===== config.mk =====
export PLATFORM = sky130hd
export DESIGN_NAME = rbps_fifo
export DESIGN_NICKNAME = d
export VERILOG_FILES = /design/src/rtl/core/rbps_fifo.sv
export SDC_FILE = /design/constraint.sdc
export NUM_CORES = 1
export LEC_CHECK = 0
export ABC_AREA = 1
export BUFFER_PORTS_ARGS = -buffer_cell sky130_fd_sc_hd__buf_2
export CAP_MARGIN = 15
export CORE_ASPECT_RATIO = 0.9
export CORE_MARGIN = 2
export CORE_UTILIZATION = 40
export DETAILED_ROUTE_END_ITERATION = 10
export SETUP_SLACK_MARGIN = 0.4
export SYNTH_ARGS = -nofsm -noshare
export SYNTH_HDL_FRONTEND = slang
export SYNTH_SLANG_ARGS = --single-unit

===== constraint.sdc =====
create_clock -name clk -period 1.7 [get_ports clk]
set_input_delay 0.34 -clock clk [delete_from_list [all_inputs] [get_ports clk]]
set_output_delay 0.34 -clock clk [all_outputs]
set_load 0.03 [all_outputs]

===== src/rtl/core/rbps_fifo.sv =====
`default_nettype none
module rbps_fifo #(
	parameter int W     = 8,
	parameter int DEPTH = 2
) (
	input  wire logic         clk,
	input  wire logic         arst_n,
	input  wire logic         push,
	output logic              full,
	input  wire logic [W-1:0] din,
	input  wire logic         pop,
	output logic              empty,
	output logic [W-1:0]      dout
);
	localparam int AW = (DEPTH > 1) ? $clog2(DEPTH) : 1;
	localparam int CW = $clog2(DEPTH + 1);

	logic [W-1:0]  mem [DEPTH];
	logic [AW-1:0] wr_q, rd_q;
	logic [CW-1:0] cnt_q;
	logic          do_push, do_pop;

	assign full    = (cnt_q == CW'(DEPTH));
	assign empty   = (cnt_q == '0);
	assign do_push = push && !full;
	assign do_pop  = pop && !empty;
	assign dout    = mem[rd_q];

	always_ff @(posedge clk or negedge arst_n) begin
		if (!arst_n) begin
			wr_q  <= '0;
			rd_q  <= '0;
			cnt_q <= '0;
		end else begin
			if (do_push) begin
				wr_q <= (wr_q == AW'(DEPTH - 1)) ? '0 : wr_q + 1'b1;
			end
			if (do_pop) begin
				rd_q <= (rd_q == AW'(DEPTH - 1)) ? '0 : rd_q + 1'b1;
			end
			if (do_push && !do_pop) begin
				cnt_q <= cnt_q + 1'b1;
			end else if (do_pop && !do_push) begin
				cnt_q <= cnt_q - 1'b1;
			end
		end
	end

	always_ff @(posedge clk) begin
		if (do_push) begin
			mem[wr_q] <= din;
		end
	end
endmodule
`default_nettype wire


Yosys cells after proc, flatten, opt, wreduce, memory -nomap -nowiden
Memories as Yosys holds them, arrays and structs flattened.
Index checks and enable logic that the tools add are counted.
{ "word_totals": {"elab_cells": 25, "out_inout_bits": 10, "ff_bits": 4, "memories": 1, "input_bits": 12, "ramBits": 16} }
{ "classes": {"add_sub_neg": 4, "n_eq_ne": 1, "n_reduce_logical": 10, "n_mux": 6} }
{ "memory_table": {"columns": ["memory", "words", "word_bits", "read_ports", "rd_ports_with_merged_regs", "wr", "line", "source"], "rows": [
  ["mem", 2, 8, 1, 0, 1, "18", "logic [W-1:0] mem [DEPTH];"]
]} }
{ "op_table": {"columns": ["operator", "n"], "rows": [
  ["1-bit logical AND", 4],
  ["1-bit logical NOT", 4],
  ["1-bit two-way mux", 4],
  ["2-bit two-way mux", 2],
  ["1-bit adder (second input constant)", 2],
  ["2-bit by 1-bit adder with 2-bit output (second input constant)", 1],
  ["2-bit == test (second input constant)", 1],
  ["2-bit logical NOT", 1],
  ["2-bit nonzero test", 1],
  ["2-bit by 1-bit subtractor with 2-bit output (second input constant)", 1]
]} }

Depth between registers and ports, before layout
{ "logic_depth": {"ltp_word": 7, "mapped_depth": 9} }

Worst setup path after synthesis
No wires, ideal clock.
{ "synth_timing": {"kind": "flip-flop to flip-flop", "from": "register cnt_q[0]", "to": "register cnt_q[1]", "path_stages_with_launch": 8, "setup_ns": 0.117, "required_time_ns": 1.583, "period_less_slack_ns": 1.479, "arrival_ns": 1.362, "slack_ns": 0.221, "cell_sequence": "dfrtp_1 -> nor2_2 -> nor2_2 -> ha_1 -> inv_1 -> nand3_1 -> nand2_1 -> nand2_1"} }
{ "synth_between": {"elab_chain_len": 6} }
{ "synth_rtl": {"columns": ["item", "line", "source"], "rows": [
  ["from (decl)", "20", "logic [CW-1:0] cnt_q;"],
  ["from (signal assigned)", "42", "cnt_q <= cnt_q + 1'b1;"],
  ["from (signal assigned)", "44", "cnt_q <= cnt_q - 1'b1;"],
  ["2-bit == test *", "23", "assign full = (cnt_q == CW'(DEPTH));"],
  ["via full", "9", "output logic full,"],
  ["1-bit logical NOT *", "25", "assign do_push = push && !full;"],
  ["1-bit logical AND *", "25", null],
  ["1-bit logical NOT", "43", "end else if (do_pop && !do_push) begin"],
  ["1-bit logical AND", "43", null],
  ["2-bit nonzero test (no line)", null, null]
]} }
The timed path passes the listed nets; every way through them passes the cells marked *. The select of a mux whose other input is x is not followed.
A chain may end at the register's enable or synchronous reset.

Worst setup path in the final report
{ "layout_timing": {"from": "register rd_q", "to": "output dout[4]"} }
{ "layout_between": {"elab_chain_len": 1} }
{ "layout_rtl": {"columns": ["item", "line", "source"], "rows": [
  ["from (decl)", "19", "logic [AW-1:0] wr_q, rd_q;"],
  ["from (signal assigned)", "39", "rd_q <= (rd_q == AW'(DEPTH - 1)) ? '0 : rd_q + 1'b1;"],
  ["memory 2 x 8 bit", null, null],
  ["to (decl)", "13", "output logic [W-1:0] dout"]
]} }
Every way passes these cells.

==> results.cfg <==
[drt]
ant_nets = 0
drt_iter0_markers = 5
first_pass_iters = 4
drt-total-wl_mm = 1.56
num_vias = 601
drc = 0
wl_per_cell_um = 12.0
routed_via_density = 4.62

[floorplan]
die-area_sq_um = 2400
ios = 22
die_height_um = 46.7
start_util_pct = 42.3
row_count = 15
die_w_um = 51.4
core_sq_um = 1910

[final_layout]
fillerInstances = 156
final_common_cell = nand2_1
multi_input_area_sq_um = 272
layout_common_cells = nand2_1 (28), edfxtp_1 (16), buf_2 (11), buf_6 (9), buf_4 (7)
diodes = 0
seq_area_sq_um = 584
finalNetCount = 119
layout.cells.non_filler = 130
final_util_pct = 62.2
area_delta_synth_final_pct = 47.1
drive_gt1_share_pct = 48.6

[synthesis]
synthesis.area_sq_um = 810
ys_ff_latch = 20
yosys_warnings = 0
yosys.area.top_type = edfxtp_1
netlist.area_leader.share_pct = 59.4
netlist_top_cells_area = edfxtp_1 (59%), nand2_1 (15%), dfrtp_1 (12%), inv_1 (3.2%), ha_1 (1.5%)
post_synth.cell_area_avg_sq_um = 11.1
yosysUniqueCellTypes = 14
synth-seq-area-share_pct = 71.7
synthCells = 73
syn-num-nets = 86

[clock_tree]
clockBufferDepth = 2
path_clk_slew_ns = 0.10
root_buffer = clkbuf_4
insertion_delay_ns = 0.29
cts_buffers = 3
htreeDepth = 1
clock_sinks = 20
tritoncts = built

[timing]
hold_violations = 0
report.final.slew_viol_count = 0
post-route-period-util_pct = 90.5
fin_tns_setup_ns = 0
worst_pin_slew_ns = 0.256
rsz0062_at_grt = yes
timing.fmax_mhz = 650
setup_viol = 0
finClkSkew_ns = 0.00249
period_minus_slack_ns = 1.54
relSlewSlack_pct = 82.9

[worst_setup_path]
cp_max_fo = 9
worst_ep_arrival_time_ns = 1.20
slowest_delay_ns = 0.50
worstPathRequired_ns = 1.36
crit_chain = inv_4 > nand2_1 > nand2_1 > buf_4
worstSetupStartpointType = register
crit_buf_inv = 2
critPathTopFamily = flip-flops
ff2ff_path_depth = 7
cp_common_cell = nand2_1
path_class = reg2out
slowest_stage = dfrtp_2
end_kind = output port
critical_path_depth = 4

[power]
pwr_density_cell_nw_per_um2 = 1910
comb_power_share_pct = 54.7
p_sw_uw = 955
swShare_pct = 41.9
clock_power_share_pct = 9.5
p_total_mw = 2.28
power_leakage_nw = 0.517
seqPwrFrac_pct = 35.8
ir_drop_mv = 1.21
p_int_mw = 1.32

[run_status]
status = finished, final reports clean

[global_route]
first_global_vias = 515
track_usage_pct = 14.2
grt_pass1_wl_mm = 2.27
grt_max_degree = 12
overflow = 0
antenna_found_initial = 0

[placed_design]
placedCellCount = 118
routabilityCongestion = 0.792
dp_hpwl_um = 899
port_buffers = 21

[hold_path]
min_path_cells = 1
hold_class = in2reg

[run]
maxCapViolations = 0
==> path summary, 6_finish.rpt <==
kind | startpoint | slack [ns] | end
max in group asynchronous | arst_n | 1.16 | rd_q
min in group asynchronous | arst_n | 0.40 | cnt_q[0]
min reg2reg | wr_q | 0.49 | wr_q
max | rd_q | 0.16 | dout[4]
min | din[7] | 0.23 | mem[0][7]
max reg2reg | cnt_q[0] | 0.31 | cnt_q[1]
==> logic make-up (layout without fill, tap and decap cells) <==
| logic type | count (synthesis) | count (layout) | share of synthesized area (%) |
|---|---|---|---|
| compound gates | 2 | 2 | 1.24 |
| xor+xnor | 1 | 1 | 1.08 |
| fa+ha+maj | 1 | 1 | 1.55 |
| buf+inv | 9 | 41 | 4.33 |
| flops | 20 | 20 | 71.7 |
| simple gates | 40 | 40 | 20.1 |
==> synth_stat cells <==
master / number
buf_2: 1
xnor2_1: 1
ha_1: 1
nand3b_1: 1
o21ai_0: 2
nand2_1: 33
edfxtp_1: 16
inv_2: 1
nand3_1: 1
nor2_1: 2
inv_1: 7
dfrtp_1: 4
nor2_2: 2
nand4_1: 1
==> area by class of cell <==
cell class / count / share of cell area, %
clock buffers: 3 / 1.89
repair buffers: 29 / 20.1
clock inverters: 1 / 0.315
well taps: 25 / 2.63
inverters: 8 / 3.26
flip-flops and latches: 20 / 49.1
multi-input cells: 44 / 22.8
==> power groups by stage <==
stage	combinational [mW]	sequential [mW]	clock (mW)
2_1_floorplan	0.616	0.747	0
3_3_place_gp	0.772	0.795	0
3_5_place_dp	0.776	0.800	0
4_1_cts	1.09	0.794	0.224
5_1_grt	1.34	0.834	0.243
6_report	1.25	0.816	0.217
==> metrics by stage <==
stage / cell area (sq um) / hold slack (ns) / setup slack, ns
2_1_floorplan: 818 / 0.0444 / 0.355
3_3_place_gp: 950 / 0.153 / 0.294
3_5_place_dp: 950 / 0.158 / 0.284
4_1_cts: 1120 / 0.227 / 0.144
5_1_grt: 1190 / 0.217 / 0.0875
6_report: 1190 / 0.231 / 0.162
==> repair_timing <==
item                                    CTS  global route
resized for setup                        29            13
cloned                                    0             0
endpoints found under the setup margin   27            28
pin swaps                                 6             6
hold buffers                              1             0
hold endpoints to repair                  4             0
setup buffers                             4             3
==> flip-flops by register name (all words and copies together), names as in the netlist <==
name   flops
cnt_q      2
wr_q       1
mem       16
rd_q       1
==> per-layer routing <==
layer	vias to the layer above	routed length, um	GRT usage, %
met2	20	785	24.1
met5	-	0	0
met4	0	36	10.0
met3	6	77	3.25
met1	277	664	16.1
li1	298	-	-
==> worst reg2reg max path: stages, from the launching register on <==
cell and delay [ns]:
dfrtp_2 0.50, buf_6 0.16, o21ai_4 0.18, ha_4 0.24, inv_2 0.06, nand3_2 0.05
nand2_1 0.06, nand2_1 0.04
(Power assumes the default switching activity.)
