## src/rtl/core/rbps_pkg.sv

```systemverilog
`default_nettype none
package rbps_pkg;

	localparam int COORD_W   = 24;
	localparam int HEAD_W    = 16;
	localparam int COUNT_W   = 7;
	localparam int INDEX_W   = 6;
	localparam int DELTA_W   = 25;
	localparam int UNIT_W    = 16;
	localparam int CP_W      = 44;
	localparam int CORDIC_W  = 34;
	localparam int CORDIC_STEPS = 18;
	localparam int T_W       = 17;
	localparam int WGT_W     = 21;
	localparam int ACC_W     = 66;

	localparam logic [COUNT_W-1:0] SAMPLE_COUNT_RESET = 7'd32;

	// chord fractions in Q0.16, push distances doubled to Q16 mm scale
	localparam logic signed [17:0] FRAC_NEAR = 18'sd18350;
	localparam logic signed [17:0] FRAC_FAR  = 18'sd47186;
	localparam logic signed [17:0] PUSH_N1   = 18'sd2200;
	localparam logic signed [17:0] PUSH_N2   = 18'sd900;
	localparam logic signed [17:0] PUSH_PX1  = 18'sd700;
	localparam logic signed [17:0] PUSH_PY1  = 18'sd500;
	localparam logic signed [17:0] PUSH_PX2  = 18'sd400;
	localparam logic signed [17:0] PUSH_PY2  = 18'sd200;

	localparam logic signed [CORDIC_W-1:0] CORDIC_GAIN = 34'sd652032874;

	typedef struct packed {
		logic [3:0][CP_W-1:0] cx;
		logic [3:0][CP_W-1:0] cy;
		logic [COUNT_W-1:0]   n;
	} job_t;

	typedef struct packed {
		logic signed [COORD_W-1:0] x;
		logic signed [COORD_W-1:0] y;
		logic [INDEX_W-1:0]        index;
		logic                      last;
	} res_t;

	function automatic logic signed [CORDIC_W-1:0] atan_entry(input logic [4:0] i);
		logic signed [CORDIC_W-1:0] a;
		case (i)
			5'd0:  a = 34'sh020000000;
			5'd1:  a = 34'sh012E4051E;
			5'd2:  a = 34'sh009FB385B;
			5'd3:  a = 34'sh0051111D4;
			5'd4:  a = 34'sh0028B0D43;
			5'd5:  a = 34'sh00145D7E1;
			5'd6:  a = 34'sh000A2F61E;
			5'd7:  a = 34'sh000517C55;
			5'd8:  a = 34'sh00028BE53;
			5'd9:  a = 34'sh000145F2F;
			5'd10: a = 34'sh0000A2F98;
			5'd11: a = 34'sh0000517CC;
			5'd12: a = 34'sh000028BE6;
			5'd13: a = 34'sh0000145F3;
			5'd14: a = 34'sh000000A2FA;
			5'd15: a = 34'sh00000517D;
			5'd16: a = 34'sh0000028BE;
			5'd17: a = 34'sh00000145F;
			default: a = '0;
		endcase
		return a;
	endfunction

endpackage
`default_nettype wire

```

## src/rtl/core/rbps_back.sv

```systemverilog
`default_nettype none
module rbps_back (
	input  wire logic            clk,
	input  wire logic            arst_n,
	input  wire logic            job_empty,
	output logic                 job_pop,
	input  wire rbps_pkg::job_t  job,
	output logic                 res_push,
	input  wire logic            res_full,
	output rbps_pkg::res_t       res
);
	import rbps_pkg::*;

	localparam logic [2:0] B_IDLE = 3'd0;
	localparam logic [2:0] B_DIV  = 3'd1;
	localparam logic [2:0] B_WGT  = 3'd2;
	localparam logic [2:0] B_MAC  = 3'd3;
	localparam logic [2:0] B_OUT  = 3'd4;

	localparam logic [3:0] W_UU = 4'd0;
	localparam logic [3:0] W_TT = 4'd1;
	localparam logic [3:0] W_B0 = 4'd2;
	localparam logic [3:0] W_B1 = 4'd3;
	localparam logic [3:0] W_B2 = 4'd4;
	localparam logic [3:0] W_B3 = 4'd5;

	localparam logic signed [ACC_W-1:0] COORD_MAX = 66'sd8388607;
	localparam logic signed [ACC_W-1:0] COORD_MIN = -66'sd8388608;

	logic [2:0]         state_q;
	logic [3:0]         step_q;
	logic [4:0]         dk_q;
	logic [COUNT_W-1:0] i_q;
	job_t               job_q;
	logic [7:0]         d_q, tr_q;
	logic [17:0]        drem_q;
	logic [23:0]        dsh_q;
	logic [T_W-1:0]     qs_q, tq_q;
	logic [33:0]        uu_q, tt_q;
	logic [WGT_W-1:0]   w_q [4];
	logic signed [ACC_W-1:0] ax_q, ay_q;

	logic [COUNT_W-1:0] den;
	logic [T_W-1:0]     u;
	logic [33:0]        ma;
	logic [T_W-1:0]     mb;
	logic [50:0]        mprod;
	logic [52:0]        bw, bwr;
	logic [1:0]         mk;
	logic [CP_W-1:0]    elem;
	logic signed [22:0] mop;
	logic signed [44:0] mac;
	logic signed [ACC_W-1:0] term, rx, ry;
	logic [8:0]         tr_sum;
	logic               last, advance;

	assign job_pop  = (state_q == B_IDLE) && !job_empty;
	assign res_push = (state_q == B_OUT);
	assign last     = (i_q == job_q.n - 1'b1);
	assign advance  = res_push && !res_full;
	assign den      = (job.n <= COUNT_W'(1)) ? COUNT_W'(1) : job.n - 1'b1;
	assign u        = 17'd65536 - tq_q;

	always_comb begin
		ma = {17'b0, u};
		mb = u;
		case (step_q)
			W_UU: begin ma = {17'b0, u};    mb = u;    end
			W_TT: begin ma = {17'b0, tq_q}; mb = tq_q; end
			W_B0: begin ma = uu_q;          mb = u;    end
			W_B1: begin ma = uu_q;          mb = tq_q; end
			W_B2: begin ma = tt_q;          mb = u;    end
			W_B3: begin ma = tt_q;          mb = tq_q; end
			default: ;
		endcase
	end

	assign mprod = ma * mb;
	assign bw    = (step_q == W_B1 || step_q == W_B2) ?
	               {2'b0, mprod} + {1'b0, mprod, 1'b0} : {2'b0, mprod};
	assign bwr   = bw + 53'd134217728;

	// step code: weight index, then coordinate, then low/high half of the control point
	assign mk   = step_q[3:2];
	assign elem = step_q[1] ? job_q.cy[mk] : job_q.cx[mk];
	assign mop  = step_q[0] ? $signed({elem[CP_W-1], elem[CP_W-1:22]}) : $signed({1'b0, elem[21:0]});
	assign mac  = mop * $signed({1'b0, w_q[mk]});
	assign term = step_q[0] ? (ACC_W'(mac) <<< 22) : ACC_W'(mac);

	assign rx = (ax_q + 66'sd34359738368) >>> 36;
	assign ry = (ay_q + 66'sd34359738368) >>> 36;
	assign res.x = (rx > COORD_MAX) ? COORD_MAX[COORD_W-1:0] :
	               (rx < COORD_MIN) ? COORD_MIN[COORD_W-1:0] : rx[COORD_W-1:0];
	assign res.y = (ry > COORD_MAX) ? COORD_MAX[COORD_W-1:0] :
	               (ry < COORD_MIN) ? COORD_MIN[COORD_W-1:0] : ry[COORD_W-1:0];
	assign res.index = i_q[INDEX_W-1:0];
	assign res.last  = last;

	assign tr_sum = {1'b0, tr_q} + 9'(drem_q[7:0]);

	always_ff @(posedge clk or negedge arst_n) begin
		if (!arst_n) begin
			state_q <= B_IDLE;
			step_q  <= '0;
			dk_q    <= '0;
			i_q     <= '0;
			tq_q    <= '0;
			tr_q    <= '0;
			d_q     <= 8'd2;
		end else begin
			case (state_q)
				B_IDLE: begin
					if (job_pop) begin
						state_q <= B_DIV;
						dk_q    <= '0;
						i_q     <= '0;
						tq_q    <= '0;
						tr_q    <= 8'(den);
						d_q     <= {den, 1'b0};
					end
				end
				B_DIV: begin
					dk_q <= dk_q + 1'b1;
					if (dk_q == 5'd16) begin
						state_q <= B_WGT;
						step_q  <= W_UU;
					end
				end
				B_WGT: begin
					step_q <= step_q + 1'b1;
					if (step_q == W_B3) begin
						state_q <= B_MAC;
						step_q  <= '0;
					end
				end
				B_MAC: begin
					step_q <= step_q + 1'b1;
					if (step_q == 4'd15) begin
						state_q <= B_OUT;
					end
				end
				B_OUT: begin
					if (advance) begin
						if (last) begin
							state_q <= B_IDLE;
						end else begin
							// step t by 1/(n-1): quotient plus remainder carry
							state_q <= B_WGT;
							step_q  <= W_UU;
							i_q     <= i_q + 1'b1;
							if (tr_sum >= {1'b0, d_q}) begin
								tq_q <= tq_q + qs_q + 1'b1;
								tr_q <= 8'(tr_sum - {1'b0, d_q});
							end else begin
								tq_q <= tq_q + qs_q;
								tr_q <= tr_sum[7:0];
							end
						end
					end
				end
				default: state_q <= B_IDLE;
			endcase
		end
	end

	always_ff @(posedge clk) begin
		case (state_q)
			B_IDLE: begin
				if (job_pop) begin
					job_q  <= job;
					drem_q <= 18'd131072;
					dsh_q  <= {9'b0, den, 8'b0} << 9;
					qs_q   <= '0;
				end
			end
			B_DIV: begin
				dsh_q <= dsh_q >> 1;
				if ({6'b0, drem_q} >= dsh_q) begin
					drem_q <= drem_q - dsh_q[17:0];
					qs_q   <= {qs_q[T_W-2:0], 1'b1};
				end else begin
					qs_q <= {qs_q[T_W-2:0], 1'b0};
				end
			end
			B_WGT: begin
				case (step_q)
					W_UU: uu_q <= mprod[33:0];
					W_TT: tt_q <= mprod[33:0];
					W_B0: w_q[0] <= bwr[48:28];
					W_B1: w_q[1] <= bwr[48:28];
					W_B2: w_q[2] <= bwr[48:28];
					W_B3: begin
						w_q[3] <= bwr[48:28];
						ax_q   <= '0;
						ay_q   <= '0;
					end
					default: ;
				endcase
			end
			B_MAC: begin
				if (step_q[1]) begin
					ay_q <= ay_q + term;
				end else begin
					ax_q <= ax_q + term;
				end
			end
			default: ;
		endcase
	end

	a_last_ends_job: assert property (@(posedge clk) disable iff (!arst_n)
		(advance && last) |=> (state_q == B_IDLE))
		else $error("job did not end after its last point");

	a_t_bound: assert property (@(posedge clk) disable iff (!arst_n)
		(tq_q <= 17'd65536))
		else $error("curve parameter ran past one");

	a_rem_bound: assert property (@(posedge clk) disable iff (!arst_n)
		(state_q == B_WGT || state_q == B_MAC || state_q == B_OUT) |-> (tr_q < d_q))
		else $error("parameter remainder not reduced");

	a_pop_idle: assert property (@(posedge clk) disable iff (!arst_n)
		job_pop |=> (state_q == B_DIV && dk_q == 5'd0))
		else $error("job fetch did not start the step division");
endmodule
`default_nettype wire

```

## config.mk

```make
export PLATFORM = sky130hd
export DESIGN_NAME = rbps_back
export DESIGN_NICKNAME = d
export VERILOG_FILES = /design/src/rtl/core/rbps_pkg.sv /design/src/rtl/core/rbps_back.sv
export SDC_FILE = /design/constraint.sdc
export NUM_CORES = 2
export LEC_CHECK = 0
export ABC_AREA = 1
export BUFFER_PORTS_ARGS = -buffer_cell sky130_fd_sc_hd__buf_2
export CORE_ASPECT_RATIO = 1.5
export CORE_MARGIN = 1
export CORE_UTILIZATION = 40
export CTS_CLUSTER_SIZE = 24
export DETAILED_ROUTE_END_ITERATION = 6
export HOLD_SLACK_MARGIN = 0.05
export MAX_ROUTING_LAYER = met4
export PLACE_DENSITY_LB_ADDON = 0.1
export SLEW_MARGIN = 20
export SYNTH_ARGS = -nofsm -noshare
export SYNTH_HDL_FRONTEND = slang
export SYNTH_SLANG_ARGS = --single-unit
```

## constraint.sdc

```tcl
create_clock -name clk -period 13.5 [get_ports clk]
set_input_delay 2.025 -clock clk [delete_from_list [all_inputs] [get_ports clk]]
set_output_delay 2.025 -clock clk [all_outputs]
set_load 0.01 [all_outputs]
```

# After elaboration in Yosys (flattened, before gate mapping)
# Memory sizes are Yosys's and may differ from the RTL's.
# Index checks and enable logic that the tools add are counted.
[totals]
regBits = 669
output_inout_bits = 57
word_cells = 175
in_bits = 363
mem_bits_rw = 84
n_memories = 1
[op_classes]
n_mux = 76
reduce_logical = 27
n_mul = 2
n_lt_le_gt_ge = 8
add_sub_neg = 17
eq_ne = 21
[memory_table]
columns = ["memory", "words", "width", "read_ports", "rd_ports_with_merged_regs", "write_ports", "line", "rtl"]
rows = [
  ["w_q", 4, 21, 1, 0, 1, "rbps_back.sv:40", "logic [WGT_W-1:0] w_q [4];"],
]
[op_table]
columns = ["cell", "count"]
rows = [
  ["66-bit 2-to-1 mux", 4],
  ["66-bit one-hot mux with 2 select lines", 2],
  ["44-bit binary-select mux with 2-bit select", 2],
  ["66-bit by 37-bit adder with 66-bit output (second input constant)", 2],
  ["66-bit adder", 2],
  ["44-bit 2-to-1 mux", 3],
  ["24-bit 2-to-1 mux", 5],
  ["34-bit one-hot mux with 3 select lines", 1],
  ["17-bit 2-to-1 mux", 5],
  ["17-bit one-hot mux with 2 select lines", 2],
  ["21-bit 2-to-1 mux", 3],
  ["21-bit OR reduction", 3],
  ["30-bit by 24-bit > comparator with 1-bit output (second input constant)", 2],
  ["30-bit by 24-bit < comparator with 1-bit output (second input constant)", 2],
  ["49-bit by 28-bit adder with 49-bit output (second input constant)", 1],
  ["49-bit adder", 1],
  ["34-bit by 17-bit multiplier with 49-bit output", 1],
  ["49-bit 2-to-1 mux", 1],
  ["24-bit one-hot mux with 2 select lines", 1],
  ["23-bit by 22-bit multiplier with 45-bit output", 1],
  ["18-bit 2-to-1 mux", 2],
  ["18-bit one-hot mux with 2 select lines", 1],
  ["8-bit 2-to-1 mux", 4],
  ["7-bit 2-to-1 mux", 4],
  ["other kinds (49)", 96],
]

# Logic depth before layout (Yosys ltp)
[depth]
depth_word = 10
mapped_depth = 61

# Least setup slack after synthesis
# No wires, ideal clock.
[synth_path]
path_kind = "in2out"
from = "in job_empty"
to = "out job_pop"
path_buffers = 1
required_time_ns = 11.475
slack_ns = -0.701
t_arrival_ns = 12.176
stages = 2
path_cell_list = "nor2_1 > clkbuf_1"
[synth_between]
elab_chain_cells = 2
[synth_rtl]
columns = ["element", "line", "rtl"]
rows = [
  ["from (decl)", "rbps_back.sv:5", "input wire logic job_empty,"],
  ["1-bit logical NOT", "rbps_back.sv:57", "assign job_pop = (state_q == B_IDLE) && !job_empty;"],
  ["1-bit logical AND", "rbps_back.sv:57", ""],
  ["to (decl)", "rbps_back.sv:6", "output logic job_pop,"],
]
# Every way passes these cells.

# Worst setup path after layout
[layout_path]
from = "reg step_q[3]"
to = "mem w_q[3][11] (data pin)"
[layout_between]
elab_chain_cells = 10
word_cells_on_any_way = 26
classes_between = "add/sub: 2; mul: 1; eq/ne: 5; mux: 12; reduce/logical: 6"
[layout_rtl]
columns = ["element", "line", "rtl"]
rows = [
  ["from (decl)", "rbps_back.sv:31", "logic [3:0] step_q;"],
  ["from (signal assigned)", "rbps_back.sv:130", "step_q <= step_q + 1'b1;"],
  ["from (signal assigned)", "rbps_back.sv:137", "step_q <= step_q + 1'b1;"],
  ["4-bit by 3-bit equality test with 1-bit output (tied with other cells)", "rbps_back.sv:67", "case (step_q)"],
  ["2-bit OR reduction (no source line) or 3-bit OR reduction (tied branches)", "n/a", ""],
  ["34-bit one-hot mux with 3 select lines or 17-bit 2-to-1 mux (tied branches)", "rbps_back.sv:67", ""],
  ["34-bit by 17-bit multiplier with 49-bit output *", "rbps_back.sv:78", "assign mprod = ma * mb;"],
  ["named net mprod[32]", "rbps_back.sv:47", "logic [50:0] mprod;"],
  ["49-bit adder", "rbps_back.sv:80", "{2'b0, mprod} + {1'b0, mprod, 1'b0} : {2'b0, mprod};"],
  ["49-bit 2-to-1 mux *", "rbps_back.sv:79", "assign bw = (step_q == W_B1 || step_q == W_B2) ?"],
  ["49-bit by 28-bit adder with 49-bit output *", "rbps_back.sv:81", "assign bwr = bw + 53'd134217728;"],
  ["named net bwr[39]", "rbps_back.sv:48", "logic [52:0] bw, bwr;"],
  ["21-bit 2-to-1 mux (no source line) (2 in series)", "n/a", ""],
  ["21-bit 2-to-1 mux (no source line) *", "n/a", ""],
  ["to (decl)", "rbps_back.sv:40", ""],
]
# Mark *: on every way through the listed nets, which the timed path passes. The rest lies on a longest branch.

==> impl_metrics.py <==
metrics = {
    "run_status": {
        "outcome": "complete, no violations",
    },
    "timing": {
        "finalCritPeriodShare_pct": 92.7,
        "max_freq_mhz": 79.9,
        "min_period_ns": 12.52,
        "rsz0062_at_grt": "false",
        "maxSlewHeadroom_pct": 22.2,
        "final-hold-violation-count": 0,
        "setup_viol": 0,
        "tightest_slew_ns": 1.16,
        "fin_setup_tns_ns": 0,
        "finalClockSkew_ns": 0.0866,
        "maxSlewViolCount": 0,
        "hold_ws_ns": 0.475,
    },
    "worst_setup_path": {
        "crit_fanout": 41,
        "max_stage_delay_ns": 0.68,
        "reg2reg_depth": 51,
        "endpoint_kind": "flip-flop",
        "required_ns": 13.93,
        "critical_path_class": "reg2reg",
        "crit_slowest_cell": "nor2_4",
        "critical_path_arrival_ns": 12.94,
        "reg2reg_from": "step_q[3]",
        "cp-startpoint": "step_q[3]",
        "startpoint_type": "flip-flop",
        "worst_path_most_repeated_cell": "nand2_1",
    },
    "logic_synthesis": {
        "yosysWarnings": 0,
        "synth_area_per_cell_um2": 8.32,
        "syn-num-nets": 11632,
        "yosysTopAreaCellShare_pct": 25.8,
        "synth_cell_type_count": 67,
        "syn_inst": 9813,
        "yosysTopAreaCell": "edfxtp_1",
        "synth_async_sr_flop_share_pct": 6.77,
        "syn_area_um2": 81700,
        "synth_edf_count": 702,
        "ys_seq_area_share_pct": 27.4,
        "ys_ff_latch": 753,
        "yosys_most_used_dff": "edfxtp_1",
        "synthTopCellsByArea": "edfxtp_1, fa_1, inv_1, nand2_1, ha_1",
    },
    "routing": {
        "ant_nets": 0,
        "wl_um": 311000,
        "routed_via_density": 5.33,
        "drtIter0Drc": 5320,
        "dr.pass1.iters": 7,
        "drt-wirelength-per-cell_um": 23.6,
        "num_vias": 70418,
        "drc": 0,
    },
    "final_layout": {
        "layout_commonest_cell": "inv_1",
        "layout.area.seq_um2": 22400,
        "n_fill_cell": 20202,
        "drive_gt1_share_pct": 10.4,
        "finalNetCount": 12283,
        "final_cell_mix": "inv_1, nand2_1, nor2_1",
        "final_area_um2": 92500,
        "area_growth_pct": 13.3,
        "multiInputGateArea_um2": 50800,
        "fin_cells": 13209,
    },
    "floorplanning": {
        "fp.dieH_um": 555,
        "io_pins": 420,
        "core_area_um2": 202000,
        "die_w_um": 371,
        "initial_core_util_pct": 40.3,
        "rows": 202,
        "die_area_um2": 206000,
    },
    "clock_network": {
        "clk_pin_slew_worst_paths_ns": 0.06,
        "cts_resized": 0,
        "cts_root_buf": "clkbuf_16",
        "hold_buffers": 0,
        "cts_tree": "done",
        "htree_levels": 3,
        "numCtsBuffers": 85,
        "clock_insertion_delay_worst_skew_ns": 0.75,
        "clockBufferDepth": 3,
        "cts_setup_buffers": 0,
        "clock-sinks": 753,
    },
    "place": {
        "gp_congestion": 0.984,
        "placed_area_um2": 89600,
        "port_buffers": 419,
        "place_inst": 13029,
        "dpl.hpwl_um": 257000,
    },
    "global_routing": {
        "grt_overflow": 0,
        "grt_use_met2_pct": 55.2,
        "globalRouteTotalUtil_pct": 31.0,
        "grt_use_met1_pct": 34.5,
        "antenna_found_initial": 31,
        "grt_pass1_wl_um": 459000,
        "use_met3_pct": 2.80,
        "busiest_layer": "met2",
        "grt_start_max_net_pins": 140,
        "grt_pass1_vias": 73325,
    },
    "hold_path": {
        "worstHoldPathCells": 2,
        "hold_path_class": "reg2reg",
        "hp-start": "d_q[1]",
    },
    "run": {
        "drv_cap": 0,
    },
}
==> layout make-up <==
cell class	instances	share of cell area, %
Antenna cell	23	0.0622
Multi-Input combinational cell	6745	54.9
Timing Repair Buffer	851	5.92
Sequential cell	753	24.2
Inverter	2028	8.23
Clock inverter	61	0.741
Tap cell	2652	3.59
Clock buffer	96	2.38
==> cell usage after synthesis (19+ instances only) <==
library cell,n
ha_1,475
a21oi_1,593
o21ai_0,571
nand3_1,240
dfrtp_1,50
buf_1,28
fa_1,981
o21ai_1,50
nor2_1,1142
o21bai_1,36
o21a_1,53
clkbuf_1,241
o22ai_1,20
a21o_1,19
nor3_1,83
a31oi_1,90
or2_2,25
nand4_1,65
edfxtp_1,702
o211ai_1,43
xor2_1,127
xnor2_1,62
nand2_1,1798
inv_1,2007
a221oi_1,88
nor4_1,23
a22oi_1,46
==> logic make-up (layout without fill, tap and decap cells) <==
group	Yosys count	after routing	synth area share (%)
flops	753	753	27.4
buf+inv	2315	3036	10.7
compound gates	1674	1674	11.7
xor+xnor	190	190	2.05
other cells	0	23	0
fa+ha+maj	1456	1456	31.3
simple gates	3425	3425	16.8
==> metal layers <==
layer	vias up	share of wire (%)
met4	0	5.9
met1	34935	37
met2	2256	52
met3	663	4.5
met5	-	0
li1	32564	-
==> critical path, delay by kind of cell (launching register included) <==
family / cells / cell delay [ns]
AOI/OAI and AO/OA: 9 / 1.65
adders and majority gates: 8 / 3.94
buffers and inverters: 13 / 1.91
DFF: 1 / 0.67
and+or+nand+nor: 21 / 3.96
==> worst paths after layout <==
| check | end | slack (ns) |
|---|---|---|
| worst min register to register | d_q[1] | 0.47 |
| max in group asynchronous | step_q[3] | 11.24 |
| min in group asynchronous | tr_q[6] | 1.52 |
| worst min-delay path | d_q[1] | 0.47 |
| worst max register to register | w_q[3][11] | 0.98 |
| worst max-delay path | w_q[3][11] | 0.98 |
==> metrics by stage <==
step	setup slack [ns]	utilization, %
after CTS	0.993	45.7
after global routing	0.317	45.7
after floorplan	3.14	-
after detailed placement	1.03	44.2
after global placement	0.997	44.2
final	0.984	45.7
==> registers in the layout (all words and copies together) (netlist names), 18 cells and up <==
register	cells
tt_q	34
w_q	84
ay_q	66
ax_q	66
uu_q	34
dsh_q	24
drem_q	18
job_q	359
Power is left out: the tool's default activity adds up to more than one toggle a clock period on the data nets, which glitch-free logic cannot reach.
